### config.mk
export PLATFORM = sky130hd
export DESIGN_NAME = hid_report_key_event_differ_unit_flat
export DESIGN_NICKNAME = d
export VERILOG_FILES = /design/src/hkd_pkg.sv /design/src/hkd_if.sv /design/src/hkd_front.sv /design/src/hkd_fifo.sv /design/src/hkd_back.sv /design/src/hid_report_key_event_differ_unit.sv /design/src/flat_wrapper.sv
export SDC_FILE = /design/constraint.sdc
export NUM_CORES = 1
export LEC_CHECK = 0
export BUFFER_PORTS_ARGS = -buffer_cell sky130_fd_sc_hd__buf_2
export CAP_MARGIN = 20
export CORE_UTILIZATION = 62
export DETAILED_ROUTE_END_ITERATION = 7
export GPL_TIMING_DRIVEN = 0
export PLACE_DENSITY = 0.8
export SYNTH_ARGS = -nofsm -noshare
export SYNTH_HDL_FRONTEND = slang
export SYNTH_SLANG_ARGS = --single-unit
export TNS_END_PERCENT = 1
### constraint.sdc
create_clock -name clock -period 13.8 [get_ports clock]
set_input_delay 0.69 -clock clock [delete_from_list [all_inputs] [get_ports clock]]
set_output_delay 0.69 -clock clock [all_outputs]
set_load 0.05 [all_outputs]
### src/hkd_pkg.sv
// ---------------------------------------------------------------------------
// hkd_pkg
// types and constants for the boot keyboard report differ
// ---------------------------------------------------------------------------
package hkd_pkg;

   localparam int SLOT_COUNT  = 6;
   localparam int MOD_COUNT   = 8;
   localparam int EVENT_COUNT = MOD_COUNT + 2 * SLOT_COUNT;
   localparam int REL_BASE    = MOD_COUNT;
   localparam int PRS_BASE    = MOD_COUNT + SLOT_COUNT;

   localparam logic [6:0] REPORT_BYTES = 7'd8;
   localparam logic [7:0] MIN_KEY_CODE = 8'd4;

   localparam int FIFO_DEPTH = 2;
   localparam int FIFO_PTR_W = $clog2(FIFO_DEPTH);
   localparam int FIFO_CNT_W = $clog2(FIFO_DEPTH + 1);

   // modifier bits are reported in this order
   localparam logic [2:0] MOD_ORDER [MOD_COUNT] = '{
      3'd0, 3'd4, 3'd1, 3'd5, 3'd2, 3'd6, 3'd3, 3'd7
   };

   typedef logic [SLOT_COUNT-1:0][7:0] slot_row_type;

   typedef struct packed {
      logic [EVENT_COUNT-1:0] mask;
      logic [7:0]             mods;
      slot_row_type           old_slots;
      slot_row_type           new_slots;
   } hkd_entry_type;

   typedef struct packed {
      logic empty;
      logic full;
   } hkd_fifo_stat_type;

endpackage

### src/hkd_if.sv
// ---------------------------------------------------------------------------
// hkd channel interfaces
// report and event channels with valid/ready handshake
// ---------------------------------------------------------------------------
interface hkd_req_if;
   logic       valid;
   logic       ready;
   logic [6:0] report_length;
   logic [7:0] modifier_bits;
   logic [7:0] slot_0;
   logic [7:0] slot_1;
   logic [7:0] slot_2;
   logic [7:0] slot_3;
   logic [7:0] slot_4;
   logic [7:0] slot_5;

   modport source (output valid, report_length, modifier_bits,
                   slot_0, slot_1, slot_2, slot_3, slot_4, slot_5,
                   input ready);
   modport sink (input valid, report_length, modifier_bits,
                 slot_0, slot_1, slot_2, slot_3, slot_4, slot_5,
                 output ready);
endinterface

interface hkd_rsp_if;
   logic       valid;
   logic       ready;
   logic       is_modifier;
   logic [7:0] event_code;
   logic       pressed;
   logic       last_event;

   modport source (output valid, is_modifier, event_code, pressed, last_event,
                   input ready);
   modport sink (input valid, is_modifier, event_code, pressed, last_event,
                 output ready);
endinterface

### src/hkd_front.sv
// ---------------------------------------------------------------------------
// hkd_front
// accepts reports, diffs them against the stored report, builds event masks
// ---------------------------------------------------------------------------
module hkd_front (
   input  logic                      clock,
   input  logic                      reset,
   hkd_req_if.sink                   req,
   input  hkd_pkg::hkd_fifo_stat_type fifo_stat,
   output logic                      push,
   output hkd_pkg::hkd_entry_type    push_entry
);
   import hkd_pkg::*;

   logic [7:0]             prior_mods_ff;
   logic [7:0]             prior_mods_in;
   slot_row_type           prior_slots_ff;
   slot_row_type           prior_slots_in;
   slot_row_type           fresh;
   logic [7:0]             diff;
   logic [EVENT_COUNT-1:0] mask;
   logic                   accept;
   logic                   good_len;
   logic                   found;

   assign req.ready = !fifo_stat.full;
   assign accept    = req.valid && req.ready;
   assign good_len  = (req.report_length == REPORT_BYTES);

   assign fresh = {req.slot_5, req.slot_4, req.slot_3,
                   req.slot_2, req.slot_1, req.slot_0};
   assign diff  = req.modifier_bits ^ prior_mods_ff;

   always_comb begin
      mask = '0;
      for (int j = 0; j < MOD_COUNT; j++) begin
         mask[j] = diff[MOD_ORDER[j]];
      end
      // releases: stored keys missing from the new report
      for (int i = 0; i < SLOT_COUNT; i++) begin
         found = 1'b0;
         for (int k = 0; k < SLOT_COUNT; k++) begin
            found = found | (prior_slots_ff[i] == fresh[k]);
         end
         mask[REL_BASE+i] = (prior_slots_ff[i] >= MIN_KEY_CODE) && !found;
      end
      // presses: new keys missing from the stored report
      for (int i = 0; i < SLOT_COUNT; i++) begin
         found = 1'b0;
         for (int k = 0; k < SLOT_COUNT; k++) begin
            found = found | (fresh[i] == prior_slots_ff[k]);
         end
         mask[PRS_BASE+i] = (fresh[i] >= MIN_KEY_CODE) && !found;
      end
   end

   assign push                 = accept && good_len && (mask != '0);
   assign push_entry.mask      = mask;
   assign push_entry.mods      = req.modifier_bits;
   assign push_entry.old_slots = prior_slots_ff;
   assign push_entry.new_slots = fresh;

   always_comb begin
      prior_mods_in  = prior_mods_ff;
      prior_slots_in = prior_slots_ff;
      if (accept && good_len) begin
         prior_mods_in  = req.modifier_bits;
         prior_slots_in = fresh;
      end
   end

   always_ff @(posedge clock) begin
      if (reset) begin
         prior_mods_ff  <= '0;
         prior_slots_ff <= '0;
      end else begin
         prior_mods_ff  <= prior_mods_in;
         prior_slots_ff <= prior_slots_in;
      end
   end

endmodule

### src/hkd_fifo.sv
// ---------------------------------------------------------------------------
// hkd_fifo
// short queue of pending report diffs between front and back
// ---------------------------------------------------------------------------
module hkd_fifo (
   input  logic                       clock,
   input  logic                       reset,
   input  logic                       push,
   input  hkd_pkg::hkd_entry_type     push_entry,
   input  logic                       pop,
   output hkd_pkg::hkd_entry_type     head,
   output hkd_pkg::hkd_fifo_stat_type stat
);
   import hkd_pkg::*;

   hkd_entry_type         entry_ff [FIFO_DEPTH];
   logic [FIFO_PTR_W-1:0] wr_ptr_ff;
   logic [FIFO_PTR_W-1:0] wr_ptr_in;
   logic [FIFO_PTR_W-1:0] rd_ptr_ff;
   logic [FIFO_PTR_W-1:0] rd_ptr_in;
   logic [FIFO_CNT_W-1:0] count_ff;
   logic [FIFO_CNT_W-1:0] count_in;
   logic                  do_push;
   logic                  do_pop;

   assign stat.empty = (count_ff == '0);
   assign stat.full  = (count_ff == FIFO_CNT_W'(FIFO_DEPTH));
   assign do_push    = push && !stat.full;
   assign do_pop     = pop && !stat.empty;
   assign head       = entry_ff[rd_ptr_ff];

   always_comb begin
      wr_ptr_in = wr_ptr_ff;
      rd_ptr_in = rd_ptr_ff;
      count_in  = count_ff;
      if (do_push) begin
         wr_ptr_in = (wr_ptr_ff == FIFO_PTR_W'(FIFO_DEPTH - 1)) ? '0 : wr_ptr_ff + 1'b1;
      end
      if (do_pop) begin
         rd_ptr_in = (rd_ptr_ff == FIFO_PTR_W'(FIFO_DEPTH - 1)) ? '0 : rd_ptr_ff + 1'b1;
      end
      if (do_push && !do_pop) begin
         count_in = count_ff + 1'b1;
      end else if (do_pop && !do_push) begin
         count_in = count_ff - 1'b1;
      end
   end

   always_ff @(posedge clock) begin
      if (do_push) begin
         entry_ff[wr_ptr_ff] <= push_entry;
      end
   end

   always_ff @(posedge clock) begin
      if (reset) begin
         wr_ptr_ff <= '0;
         rd_ptr_ff <= '0;
         count_ff  <= '0;
      end else begin
         wr_ptr_ff <= wr_ptr_in;
         rd_ptr_ff <= rd_ptr_in;
         count_ff  <= count_in;
      end
   end

endmodule

### src/hkd_back.sv
// ---------------------------------------------------------------------------
// hkd_back
// walks the event mask of the queue head, one event per cycle while rsp is not stalled
// ---------------------------------------------------------------------------
module hkd_back (
   input  logic                       clock,
   input  logic                       reset,
   input  hkd_pkg::hkd_entry_type     head,
   input  hkd_pkg::hkd_fifo_stat_type fifo_stat,
   output logic                       pop,
   hkd_rsp_if.source                  rsp
);
   import hkd_pkg::*;

   logic [EVENT_COUNT-1:0] done_ff;
   logic [EVENT_COUNT-1:0] done_in;
   logic                   valid_ff;
   logic                   valid_in;
   logic                   is_mod_ff;
   logic                   is_mod_in;
   logic [7:0]             code_ff;
   logic [7:0]             code_in;
   logic                   pressed_ff;
   logic                   pressed_in;
   logic                   last_ff;
   logic                   last_in;
   logic [EVENT_COUNT-1:0] remain;
   logic [EVENT_COUNT-1:0] pick;
   logic [EVENT_COUNT-1:0] rest;
   logic                   cand_mod [EVENT_COUNT];
   logic [7:0]             cand_code [EVENT_COUNT];
   logic                   cand_prs [EVENT_COUNT];
   logic                   emit;
   logic                   sel_mod;
   logic [7:0]             sel_code;
   logic                   sel_prs;

   assign remain = head.mask & ~done_ff;
   assign pick   = remain & (~remain + 1'b1);
   assign rest   = remain & ~pick;
   assign emit   = !fifo_stat.empty && (!valid_ff || rsp.ready);
   assign pop    = emit && (rest == '0);

   always_comb begin
      for (int j = 0; j < MOD_COUNT; j++) begin
         cand_mod[j]  = 1'b1;
         cand_code[j] = {5'd0, MOD_ORDER[j]};
         cand_prs[j]  = head.mods[MOD_ORDER[j]];
      end
      for (int i = 0; i < SLOT_COUNT; i++) begin
         cand_mod[REL_BASE+i]  = 1'b0;
         cand_code[REL_BASE+i] = head.old_slots[i];
         cand_prs[REL_BASE+i]  = 1'b0;
         cand_mod[PRS_BASE+i]  = 1'b0;
         cand_code[PRS_BASE+i] = head.new_slots[i];
         cand_prs[PRS_BASE+i]  = 1'b1;
      end
   end

   always_comb begin
      sel_mod  = 1'b0;
      sel_code = '0;
      sel_prs  = 1'b0;
      for (int k = 0; k < EVENT_COUNT; k++) begin
         sel_mod  = sel_mod | (pick[k] & cand_mod[k]);
         sel_code = sel_code | ({8{pick[k]}} & cand_code[k]);
         sel_prs  = sel_prs | (pick[k] & cand_prs[k]);
      end
   end

   always_comb begin
      done_in    = done_ff;
      valid_in   = valid_ff;
      is_mod_in  = is_mod_ff;
      code_in    = code_ff;
      pressed_in = pressed_ff;
      last_in    = last_ff;
      if (emit) begin
         valid_in   = 1'b1;
         is_mod_in  = sel_mod;
         code_in    = sel_code;
         pressed_in = sel_prs;
         last_in    = (rest == '0);
         done_in    = (rest == '0) ? '0 : (done_ff | pick);
      end else if (rsp.ready) begin
         valid_in = 1'b0;
      end
   end

   always_ff @(posedge clock) begin
      if (reset) begin
         done_ff  <= '0;
         valid_ff <= 1'b0;
      end else begin
         done_ff  <= done_in;
         valid_ff <= valid_in;
      end
   end

   always_ff @(posedge clock) begin
      is_mod_ff  <= is_mod_in;
      code_ff    <= code_in;
      pressed_ff <= pressed_in;
      last_ff    <= last_in;
   end

   assign rsp.valid       = valid_ff;
   assign rsp.is_modifier = is_mod_ff;
   assign rsp.event_code  = code_ff;
   assign rsp.pressed     = pressed_ff;
   assign rsp.last_event  = last_ff;

endmodule

### src/hid_report_key_event_differ_unit.sv
// ---------------------------------------------------------------------------
// hid_report_key_event_differ_unit
// boot keyboard report differ: modifier, release and press events
// ---------------------------------------------------------------------------
//  channel  direction  handshake    payload
//  req      in         valid/ready  report_length, modifier_bits, slot_0..5
//  rsp      out        valid/ready  is_modifier, event_code, pressed, last_event
//
//  a report is taken every cycle while the two-entry queue has room
//  each report yields 0 to 20 events, one per cycle from the event register while rsp is not stalled
//  the back emits one event per cycle from the queue head while rsp is not stalled;
//  reports with no events are not queued
//  reset clears the stored report, the queue and the valid bit of the event register
//  a stalled rsp holds its event; the front keeps going until the queue fills
// ---------------------------------------------------------------------------
module hid_report_key_event_differ_unit (
   input  logic      clock,
   input  logic      reset,
   hkd_req_if.sink   req,
   hkd_rsp_if.source rsp
);
   import hkd_pkg::*;

   hkd_entry_type     push_entry;
   hkd_entry_type     head;
   hkd_fifo_stat_type fifo_stat;
   logic              push;
   logic              pop;

   hkd_front u_front (
      .clock      (clock),
      .reset      (reset),
      .req        (req),
      .fifo_stat  (fifo_stat),
      .push       (push),
      .push_entry (push_entry)
   );

   hkd_fifo u_fifo (
      .clock      (clock),
      .reset      (reset),
      .push       (push),
      .push_entry (push_entry),
      .pop        (pop),
      .head       (head),
      .stat       (fifo_stat)
   );

   hkd_back u_back (
      .clock     (clock),
      .reset     (reset),
      .head      (head),
      .fifo_stat (fifo_stat),
      .pop       (pop),
      .rsp       (rsp)
   );

endmodule

### src/flat_wrapper.sv
// flat-port wrapper written by rule: the top's interface ports become plain ports
module hid_report_key_event_differ_unit_flat import hkd_pkg::*;
  (clock, reset, req_valid, req_report_length, req_modifier_bits, req_slot_0, req_slot_1, req_slot_2, req_slot_3, req_slot_4, req_slot_5, req_ready, rsp_valid, rsp_is_modifier, rsp_event_code, rsp_pressed, rsp_last_event, rsp_ready);
  hkd_req_if req_i ();
  hkd_rsp_if rsp_i ();
  input  logic clock;
  input  logic reset;
  input wire logic [$bits(req_i.valid)-1:0] req_valid;
  input wire logic [$bits(req_i.report_length)-1:0] req_report_length;
  input wire logic [$bits(req_i.modifier_bits)-1:0] req_modifier_bits;
  input wire logic [$bits(req_i.slot_0)-1:0] req_slot_0;
  input wire logic [$bits(req_i.slot_1)-1:0] req_slot_1;
  input wire logic [$bits(req_i.slot_2)-1:0] req_slot_2;
  input wire logic [$bits(req_i.slot_3)-1:0] req_slot_3;
  input wire logic [$bits(req_i.slot_4)-1:0] req_slot_4;
  input wire logic [$bits(req_i.slot_5)-1:0] req_slot_5;
  output wire logic [$bits(req_i.ready)-1:0] req_ready;
  output wire logic [$bits(rsp_i.valid)-1:0] rsp_valid;
  output wire logic [$bits(rsp_i.is_modifier)-1:0] rsp_is_modifier;
  output wire logic [$bits(rsp_i.event_code)-1:0] rsp_event_code;
  output wire logic [$bits(rsp_i.pressed)-1:0] rsp_pressed;
  output wire logic [$bits(rsp_i.last_event)-1:0] rsp_last_event;
  input wire logic [$bits(rsp_i.ready)-1:0] rsp_ready;
  assign req_i.valid = req_valid;
  assign req_i.report_length = req_report_length;
  assign req_i.modifier_bits = req_modifier_bits;
  assign req_i.slot_0 = req_slot_0;
  assign req_i.slot_1 = req_slot_1;
  assign req_i.slot_2 = req_slot_2;
  assign req_i.slot_3 = req_slot_3;
  assign req_i.slot_4 = req_slot_4;
  assign req_i.slot_5 = req_slot_5;
  assign req_ready = req_i.ready;
  assign rsp_valid = rsp_i.valid;
  assign rsp_is_modifier = rsp_i.is_modifier;
  assign rsp_event_code = rsp_i.event_code;
  assign rsp_pressed = rsp_i.pressed;
  assign rsp_last_event = rsp_i.last_event;
  assign rsp_i.ready = rsp_ready;
  hid_report_key_event_differ_unit u_core (.clock(clock), .reset(reset), .req(req_i), .rsp(rsp_i));
endmodule
* Yosys cells after proc, flatten, opt, wreduce, memory -nomap -nowiden
Memory sizes are Yosys's and may differ from the RTL's. A register that Yosys moved wholly into a read port is not among the register bits.
Index checks and enable logic that the tools add are counted.
** Storage, ports and cells
- Input bits :: 67
- Memory bits (writable) :: 248
- Memories kept :: 1
- Output and inout port bits :: 13
- Bits in registers :: 92
- Word-level logic and storage cells :: 289
** Memories
- u_core.u_fifo.entry_ff :: words 2, width 124, rd ports 1, clocked after Yosys merged registers in 1, wr ports 1, line hkd_fifo.sv:16 : hkd_entry_type entry_ff [FIFO_DEPTH];
** Operators by class
- Equality and inequality tests :: 74
- Multiplexer cells :: 11
- Bitwise gates (word level) :: 126
- Add/sub/neg operators :: 5
- $lt $le $gt $ge :: 12
- Reductions and logical operators :: 44
** Operators with widths (number)
- 8-bit == test :: 72
- 8-bit AND :: 12
- 8-bit by 3-bit >= comparator with 1-bit output (second input constant) :: 12
- 8-bit bitwise OR :: 11
- 1-bit bitwise OR :: 80
- 20-bit AND :: 3
- 20-bit inverter :: 3
- 1-bit logical AND :: 21
- 20-bit by 1-bit adder with 20-bit output (second input constant) :: 1
- 20-bit logical NOT :: 1
- 20-bit two-way mux :: 1
- 20-bit bitwise OR :: 1
- 20-bit nonzero test :: 1
- 1-bit logical NOT :: 17
- 3-bit bitwise OR :: 3
- 1-bit AND :: 8
- 1-bit two-way mux :: 8
- 3-bit by 8-bit bitwise OR with 8-bit output :: 1
- 8-bit bitwise XOR :: 1
- 7-bit by 4-bit == test with 1-bit output (second input constant) :: 1
- 3-bit by 2-bit bitwise OR with 3-bit output :: 2
- 2-bit two-way mux :: 2
- 2-bit nonzero test :: 2
- 3-bit by 1-bit bitwise OR with 3-bit output :: 1
- other kinds (6) :: 7

* Logic depth before layout (Yosys ltp)
Gate-level depths: netlist of the first run.
- Depth in word-level cells :: 23
- Depth in mapped cells :: 15
- Gate-level depth less buffers :: 12

* By module
From an unflattened synthesis of the first run, not the netlist that was laid out.
** Second synthesis, totals
- Cell total of the unflattened synthesis :: 1544
- Area total of the unflattened synthesis :: 18133.6 um^2
** By module, submodules not included
- hkd_fifo :: sequential area each 7547.2 um^2, area each 9406.5 um^2, instances 1, cells an instance 411
- hkd_front :: sequential area each 1121.1 um^2, area each 6473.7 um^2, instances 1, cells an instance 881
- hkd_back :: sequential area each 750.7 um^2, area each 2253.4 um^2, instances 1, cells an instance 252

* Worst setup path after synthesis of the first run
No wires, ideal clock.
- Path type :: input port to flip-flop
- From :: in req_slot_0[6]
- To :: mem u_core.u_fifo.entry_ff[1][0] in the netlist's numbering, enable pin
- Stages on the path :: 9
- Slack :: 1934 ps
- Required time :: 13015 ps
- Data arrival time :: 11081 ps
- Library setup time :: 785 ps
- Path buffers :: 1
- Cell sequence :: clkbuf_1 > xor2_1 > nor4_1 > nand2_1 > o2111ai_1 > nor4b_1 > nor4_1 > nor4b_1 > nor3b_1
** RTL lines
- start: declaration :: line flat_wrapper.sv:11 : input wire logic [$bits(req_i.slot_0)-1:0] req_slot_0;
- end: declaration :: line hkd_fifo.sv:16

==> out/qor.txt, run 1 <==
share of total power in the clock network -> 43.8%
vias in the first global route -> 12,700
ys flop type -> edfxtp_1
CP max FO -> 12
Inst Count DP -> 1,955
most frequent cell after synthesis -> edfxtp_1
Root Buffer -> clkbuf_16
Mapped Nets -> 1,580
DRT Pass-1 Iters -> 8
Static Leak -> 6.58 nW
Combinational Power Share -> 5.5%
clock sinks -> 341
register bit total from synthesis -> 341
post-CTS setup buffers -> 0
maxcap violations -> 0
commonest cells in the netlist -> edfxtp_1, xor2_1, nand2_1, clkbuf_1, mux2i_1
Critical-path top delay cell -> nor4b_1
cell depth of the worst setup path -> 16
Design Area, Final -> 19,300 sq um
synthesized instance count -> 1,512
largest net degree at the start of global routing -> 21
drc violations -> 1
Syn Area/Cell -> 11.3 sq um
P_int -> 1.68 mW
status -> complete, but fails checks
worst hold path class -> in2reg
post-DP HPWL -> 38.8 mm
Port-buffer cells -> 78
post-synthesis sequential area ratio -> 55.2%
first-pass GRT wire length -> 79.8 mm
Flop pwr share -> 50.7%
Worst Skew -> 0.0254 ns
Psw -> 0.481 mW
VDD IR max -> 0.0000848 V
I/O Pins -> 80
leading area contributor after synthesis -> edfxtp_1
Die Width -> 168 microns
vias -> 13,200
antenna cells -> 0
post-cts sizing count -> 0
endpoint class of the critical path -> flop
CP required -> 14.01 ns
Switching Share -> 22.2%
Achievable Freq -> 189 MHz
total power -> 2.16 mW
PwrDens -> 112 nW/um^2
post-place instance area -> 18,100 sq um
period utilisation layout -> 38.3%
Routed Antenna Nets -> 0
Core Region -> 27,000 sq um
final setup fails -> 0
path type of the worst setup path -> in2reg
initial antenna violation count -> 0
RSZ-0062 raised after global routing -> no
post-synthesis cell type count -> 61
Hold Crit Depth -> 1
Slew HR -> 26.1%
HP Start -> req_slot_2[7]
asr flop ratio synth -> 0%
initial core utilization -> 63.3%
flop-to-flop setup slack -> 8.70 ns
Initial DRC Count -> 2,087
buffer and inverter count on the worst path -> 9
Skew-Pair Late Insertion Delay -> 0.53 ns
CP startpoint -> req_slot_0[3]
CTS HTree Levels -> 2
final wirelength -> 55.2 mm
Post-Layout Cell Count -> 2,022
Via-to-Cell Ratio -> 6.52
DIE AREA -> 28,200 sq um
total gr overflow -> 0
row cnt -> 60
Cell Area, Synth -> 17,100 sq um
GRT Total Usage -> 39.5%
CTS Buffer Depth -> 3
CTS Hold Buffers Added -> 0
Post-synth EDFFs -> 259
R2R depth -> 16
Worst path max stage delay -> 0.83 ns
worst slew pin tran -> 1.11 ns
Pins Over Slew Limit -> 0
Cell Chain, Critical Path -> buf_2 > clkbuf_1 > xor2_1 > nor4_1 > nand2_1 > nor4b_1 > or4_1 > nor4b_1 > nor3_2 > buf_4 > buf_6 > buf_8 > buf_6 > buf_6 > buf_6 > buf_6
top cells by area, synth -> edfxtp_1, xor2_1, dfxtp_1
Vert. Die Dim -> 168 microns
Nets -> 1,721
CTS tree -> done
crit path DAT -> 5.49 ns
yosys warns -> 0
CTS Buf Count -> 36
CP Launch Type -> input pin
Fin. Hold Viols -> 0
failing checks -> DRC
min cycle time layout -> 5.28 ns
Area Overhead vs Synth -> 13.3%
Yosys top cell area share -> 45.6%
Avg WL per Cell -> 27.3 microns
Final Wtd Congestion -> 0.999
Reg-to-Reg Start -> u_core.u_front.push_entry[72]
delay-heaviest family, CP -> buffers and inverters
share of cells above drive strength 1 -> 12.1%
CP most frequent cell -> buf_6
Worst-path clk slew -> 0.06 ns
-- per-stage QoR --
step / hold WS (ns) / setup slack, ns / util (%) / setup TNS, ns
floorplan: 0.424 / 1.93 / - / 0
global placement: 0.428 / -4.29 / 66.3 / -944.88
detailed placement: 0.434 / 8.27 / 67.3 / 0
CTS: 0.361 / 8.76 / 71.6 / 0
global route: 0.369 / 8.43 / 71.7 / 0
finish: 0.367 / 8.52 / 71.7 / 0
-- registers in the layout, summed over array words and instances (netlist names), 2 cells and up, named ones only --
| name | count |
|---|---|
| u_core.u_fifo.entry_ff | 248 |
| u_core.u_front.push_entry | 48 |
| u_core.u_back.done_ff | 20 |
| u_core.u_back.rsp.event_code | 8 |
| u_core.u_front.prior_mods_ff | 8 |
| u_core.u_fifo.count_ff | 2 |
-- per-layer routing --
metal / part of all wire, % / routed length (microns) / vias to the layer above / global-route usage, %
met5: 0 / 0 / - / 0
met4: 5.2 / 2840 / 0 / 19.3
met3: 13 / 7210 / 208 / 9.52
met2: 43 / 23700 / 967 / 58.8
met1: 39 / 21400 / 6357 / 54.5
li1: - / - / 5661 / -
-- path summary, 6_finish.rpt --
check,end
worst max-delay path,u_core.u_fifo.entry_ff[0][68]
worst min-delay path,u_core.u_fifo.entry_ff[0][23]
worst max register to register,u_core.u_fifo.entry_ff[0][68]
worst min register to register,u_core.u_fifo.entry_ff[1][55]
-- cell usage in the layout (no fill, tap or decap), drive strengths merged, types with 29 or more instances in the layout --
cell	netlist	layout
dfxtp	82	82
nor4	71	71
nand4	29	29
edfxtp	259	259
clkbuf	112	163
a21oi	80	80
nor2	76	76
mux2i	94	94
buf	31	134
nand2	171	171
xor2	210	210
xnor2	89	89
-- power by group through the flow --
| stage | sequential [mW] | clock [mW] | combinational, mW |
|---|---|---|---|
| after floorplan | 1.12 | 0 | 0.0636 |
| after global placement | 1.12 | 0 | 0.110 |
| after detailed placement | 1.12 | 0 | 0.113 |
| after CTS | 1.10 | 0.945 | 0.113 |
| after global routing | 1.10 | 0.984 | 0.123 |
| final | 1.10 | 0.947 | 0.119 |
-- cells by family (layout without fill, tap and decap cells) --
| logic type | count (synthesis) | in the layout | synth area share (%) |
|---|---|---|---|
| AOI/OAI and AO/OA | 164 | 164 | 6.03 |
| xor gates and xnor gates | 299 | 299 | 15.4 |
| adders and majority gates | 2 | 2 | 0.132 |
| buffers and inverters | 156 | 325 | 3.59 |
| DFF | 341 | 341 | 55.2 |
| muxes | 121 | 121 | 7.32 |
| and+or+nand+nor | 429 | 429 | 12.3 |
-- final cells by class --
type                       instances  area, sq um
clock buffer                      51         1040
inverter                          13         48.8
buffer                           143          564
timing repair buffer             103          669
fill                            1883         7630
sequential                       341         9420
clock inverter                    15          120
multi-input combinational       1015         7030
tap                              341          427
Power figures use the tool's default switching activity.
==> inputs of run 2 (changes only) <==
--- a/config.mk
+++ b/config.mk
@@ -5,12 +5,13 @@
 export SDC_FILE = /design/constraint.sdc
 export NUM_CORES = 1
 export LEC_CHECK = 0
+export ABC_AREA = 1
 export BUFFER_PORTS_ARGS = -buffer_cell sky130_fd_sc_hd__buf_2
 export CAP_MARGIN = 20
-export CORE_UTILIZATION = 62
+export CORE_UTILIZATION = 56
 export DETAILED_ROUTE_END_ITERATION = 7
 export GPL_TIMING_DRIVEN = 0
-export PLACE_DENSITY = 0.8
+export PLACE_DENSITY = 0.76
 export SYNTH_ARGS = -nofsm -noshare
 export SYNTH_HDL_FRONTEND = slang
 export SYNTH_SLANG_ARGS = --single-unit
==> constraint.sdc (replaced) <==
create_clock -name clock -period 4.7 [get_ports clock]
set_input_delay 0.235 -clock clock [delete_from_list [all_inputs] [get_ports clock]]
set_output_delay 0.235 -clock clock [all_outputs]
set_load 0.05 [all_outputs]
==> out/qor.txt, run 2 <==
status -> finished clean
leading area contributor after synthesis -> edfxtp_1
pre-CTS WS -> 0.934 ns
yosys warns -> 0
drc violations -> 0
maxcap violations -> 0
commonest non-fill, non-tap cell in the layout -> nand2_1
register area -> 9420 sq um
asr flop ratio synth -> 0%
crit path DAT -> 4.17 ns
Final Wtd Congestion -> 1.00
VDD IR max -> 0.000261 V
Slew HR -> 10.5%
commonest cells in the netlist -> nand2_1, edfxtp_1, nor2_1, inv_1, xnor2_1
Pins Over Slew Limit -> 0
Worst path max stage delay -> 0.79 ns
Routed Antenna Nets -> 0
Fin. Hold Viols -> 0
HP Start -> req_slot_0[2]
Inst Count DP -> 2,821
clock sinks -> 341
I/O Pins -> 80
RR Endpoint -> u_core.u_fifo.count_ff[1]
Mapped Nets -> 2,358
Post-synth EDFFs -> 259
Port-buffer cells -> 79
top cells by area, synth -> edfxtp_1, nand2_1, dfxtp_1
Avg WL per Cell -> 22.7 microns
Hold EP -> u_core.u_fifo.entry_ff[0][2]
CTS Buf Count -> 36
PwrDens -> 301 nW/um^2
most frequent cell after synthesis -> nand2_1
post-cts sizing count -> 0
CTS HTree Levels -> 2
R2R depth -> 19
Core Region -> 32,500 sq um
CP required -> 4.92 ns
Area Overhead vs Synth -> 15.9%
Critical-path top delay cell -> clkbuf_1
post-synthesis cell type count -> 43
synthesized instance count -> 2,290
CP Launch Type -> input pin
total gr overflow -> 0
Static Leak -> 8.89 nW
final setup fails -> 0
RSZ-0062 raised after global routing -> no
period utilisation layout -> 84.0%
path type of the worst setup path -> in2reg
Initial DRC Count -> 1,981
min cycle time layout -> 3.95 ns
Post-Layout Cell Count -> 2,939
endpoint class of the critical path -> flop
ys flop type -> edfxtp_1
layout filler cell count -> 2,693
Reg-to-Reg Start -> u_core.u_front.push_entry[51]
DRT Pass-1 Iters -> 5
Root Buffer -> clkbuf_16
setup TNS -> 0 ns
Largest Register -> u_core.u_fifo.entry_ff
post-synthesis sequential area ratio -> 51.1%
Worst-path clk slew -> 0.06 ns
GRT Total Usage -> 39.9%
Cell Area, Synth -> 18,400 sq um
Nets -> 2,537
first-pass GRT wire length -> 96.4 mm
Die Width -> 184 microns
vias in the first global route -> 15,500
largest net degree at the start of global routing -> 67
CTS Buffer Depth -> 3
register bit total from synthesis -> 341
row cnt -> 66
post-DP HPWL -> 49.7 mm
CP max FO -> 20
most frequent cells in the layout -> nand2_1, edfxtp_1, nor2_1
share of cells above drive strength 1 -> 9.81%
vias -> 16,500
final wirelength -> 66.6 mm
post-layout worst setup margin -> 0.751 ns
Yosys top cell area share -> 42.2%
worst slew pin tran -> 1.33 ns
Via-to-Cell Ratio -> 5.61
Worst Skew -> 0.0215 ns
initial core utilization -> 56.8%
Syn Area/Cell -> 8.06 sq um
Skew-Pair Late Insertion Delay -> 0.53 ns
antenna cells -> 0
Final Hold Slack -> 0.0217 ns
Cell Chain, Critical Path -> dlygate4sd3_1 > buf_2 > clkbuf_1 > xnor2_1 > nand2_1 > nor2_1 > nand2_1 > nand3_1 > nor3_1 > nor2_1 > nand2_1 > nor2_1 > nor3_4 > buf_16 > buf_16 > buf_8
Hold Crit Depth -> 1
worst hold path class -> in2reg
Vert. Die Dim -> 184 microns
initial antenna violation count -> 0
Largest register FFs -> 248
CTS tree -> done
area of the multi-input gates -> 7780 sq um
DIE AREA -> 33,700 sq um
Achievable Freq -> 253 MHz
flop-to-flop setup slack -> 0.98 ns
run 2: cell types whose count changed after synthesis, sizes merged, moves of 62 or more:
cell and delta:
inv +175, mux2i -93, nand2 +676, nor2 +160
nor4 -62, o21ai +66, xnor2 +95, xor2 -199
run 2: critical path: cells and delay by family:
family / cells / cell delay, ns
buf+inv: 6 / 2.04
simple gates: 9 / 1.72
xor+xnor: 1 / 0.16
run 2: cell type report:
cell class	count	area share, %
flip-flops and latches	341	44.1
multi-input cells	1618	36.4
repair buffers	141	5.30
clock buffers	46	4.53
inverters	188	3.34
plain buffers	143	3.00
well taps	442	2.59
clock inverters	20	0.778
run 2: how the worst max path moves through the flow:
stage / startpoint / to / slack (ns) / cells after the start
finish: req_slot_3[2] / u_core.u_fifo.entry_ff[0][24] / 0.75 / 16
global route: req_slot_3[2] / u_core.u_fifo.count_ff[1] / 0.60 / 21
CTS: req_slot_3[2] / u_core.u_fifo.entry_ff[0][24] / 0.95 / 16
detailed placement: req_slot_3[2] / u_core.u_fifo.entry_ff[0][24] / 0.93 / 15
global placement: req_slot_3[2] / u_core.u_fifo.entry_ff[0][24] / -2.54 / 12
floorplan: u_core.u_front.push_entry[84] / u_core.u_fifo.entry_ff[0][0] / 0.0002 / 15
run 2: routing by layer:
layer | share of wire (%) | wire length [microns] | up-vias | global-route usage, %
li1 | - | - | 7621 | -
met1 | 38 | 25100 | 7729 | 51.8
met2 | 46 | 30700 | 943 | 64.1
met3 | 9.9 | 6630 | 207 | 5.35
met4 | 6.3 | 4170 | 0 | 23.2
met5 | 0 | 0 | - | 0
run 2: kinds of logic (layout without fill, tap and decap cells):
family	count (synthesis)	in the layout	share of synthesized area, %
AOI/OAI and AO/OA	191	191	5.35
xor gates and xnor gates	195	195	9.26
adders and majority gates	1	1	0.0678
buffers and inverters	331	538	6.99
DFF	341	341	51.1
muxes	4	4	0.237
and+or+nand+nor	1227	1227	27.0
run 2: timing repair:
item	in CTS	in global routing
hold buffers	52	0
buffers inserted	0	0
hold endpoints to repair	103	0
run 2: stage by stage:
stage          power (mW)  area (sq um)  utilization (%)
2_1_floorplan        3.54         18600                -
3_3_place_gp         3.70         19500             60.1
5_1_grt              6.58         21400             65.9
4_1_cts              6.42         21400             65.9
6_report             6.44         21400             65.9
3_5_place_dp         3.70         19700             60.8
run 2: where the power goes:
group,total [mW],internal [mW],leakage [nW],switching (mW)
clock,2.76,1.54,0.562,1.21
sequential,3.23,3.22,3.22,0.00291
combinational,0.459,0.164,5.11,0.295
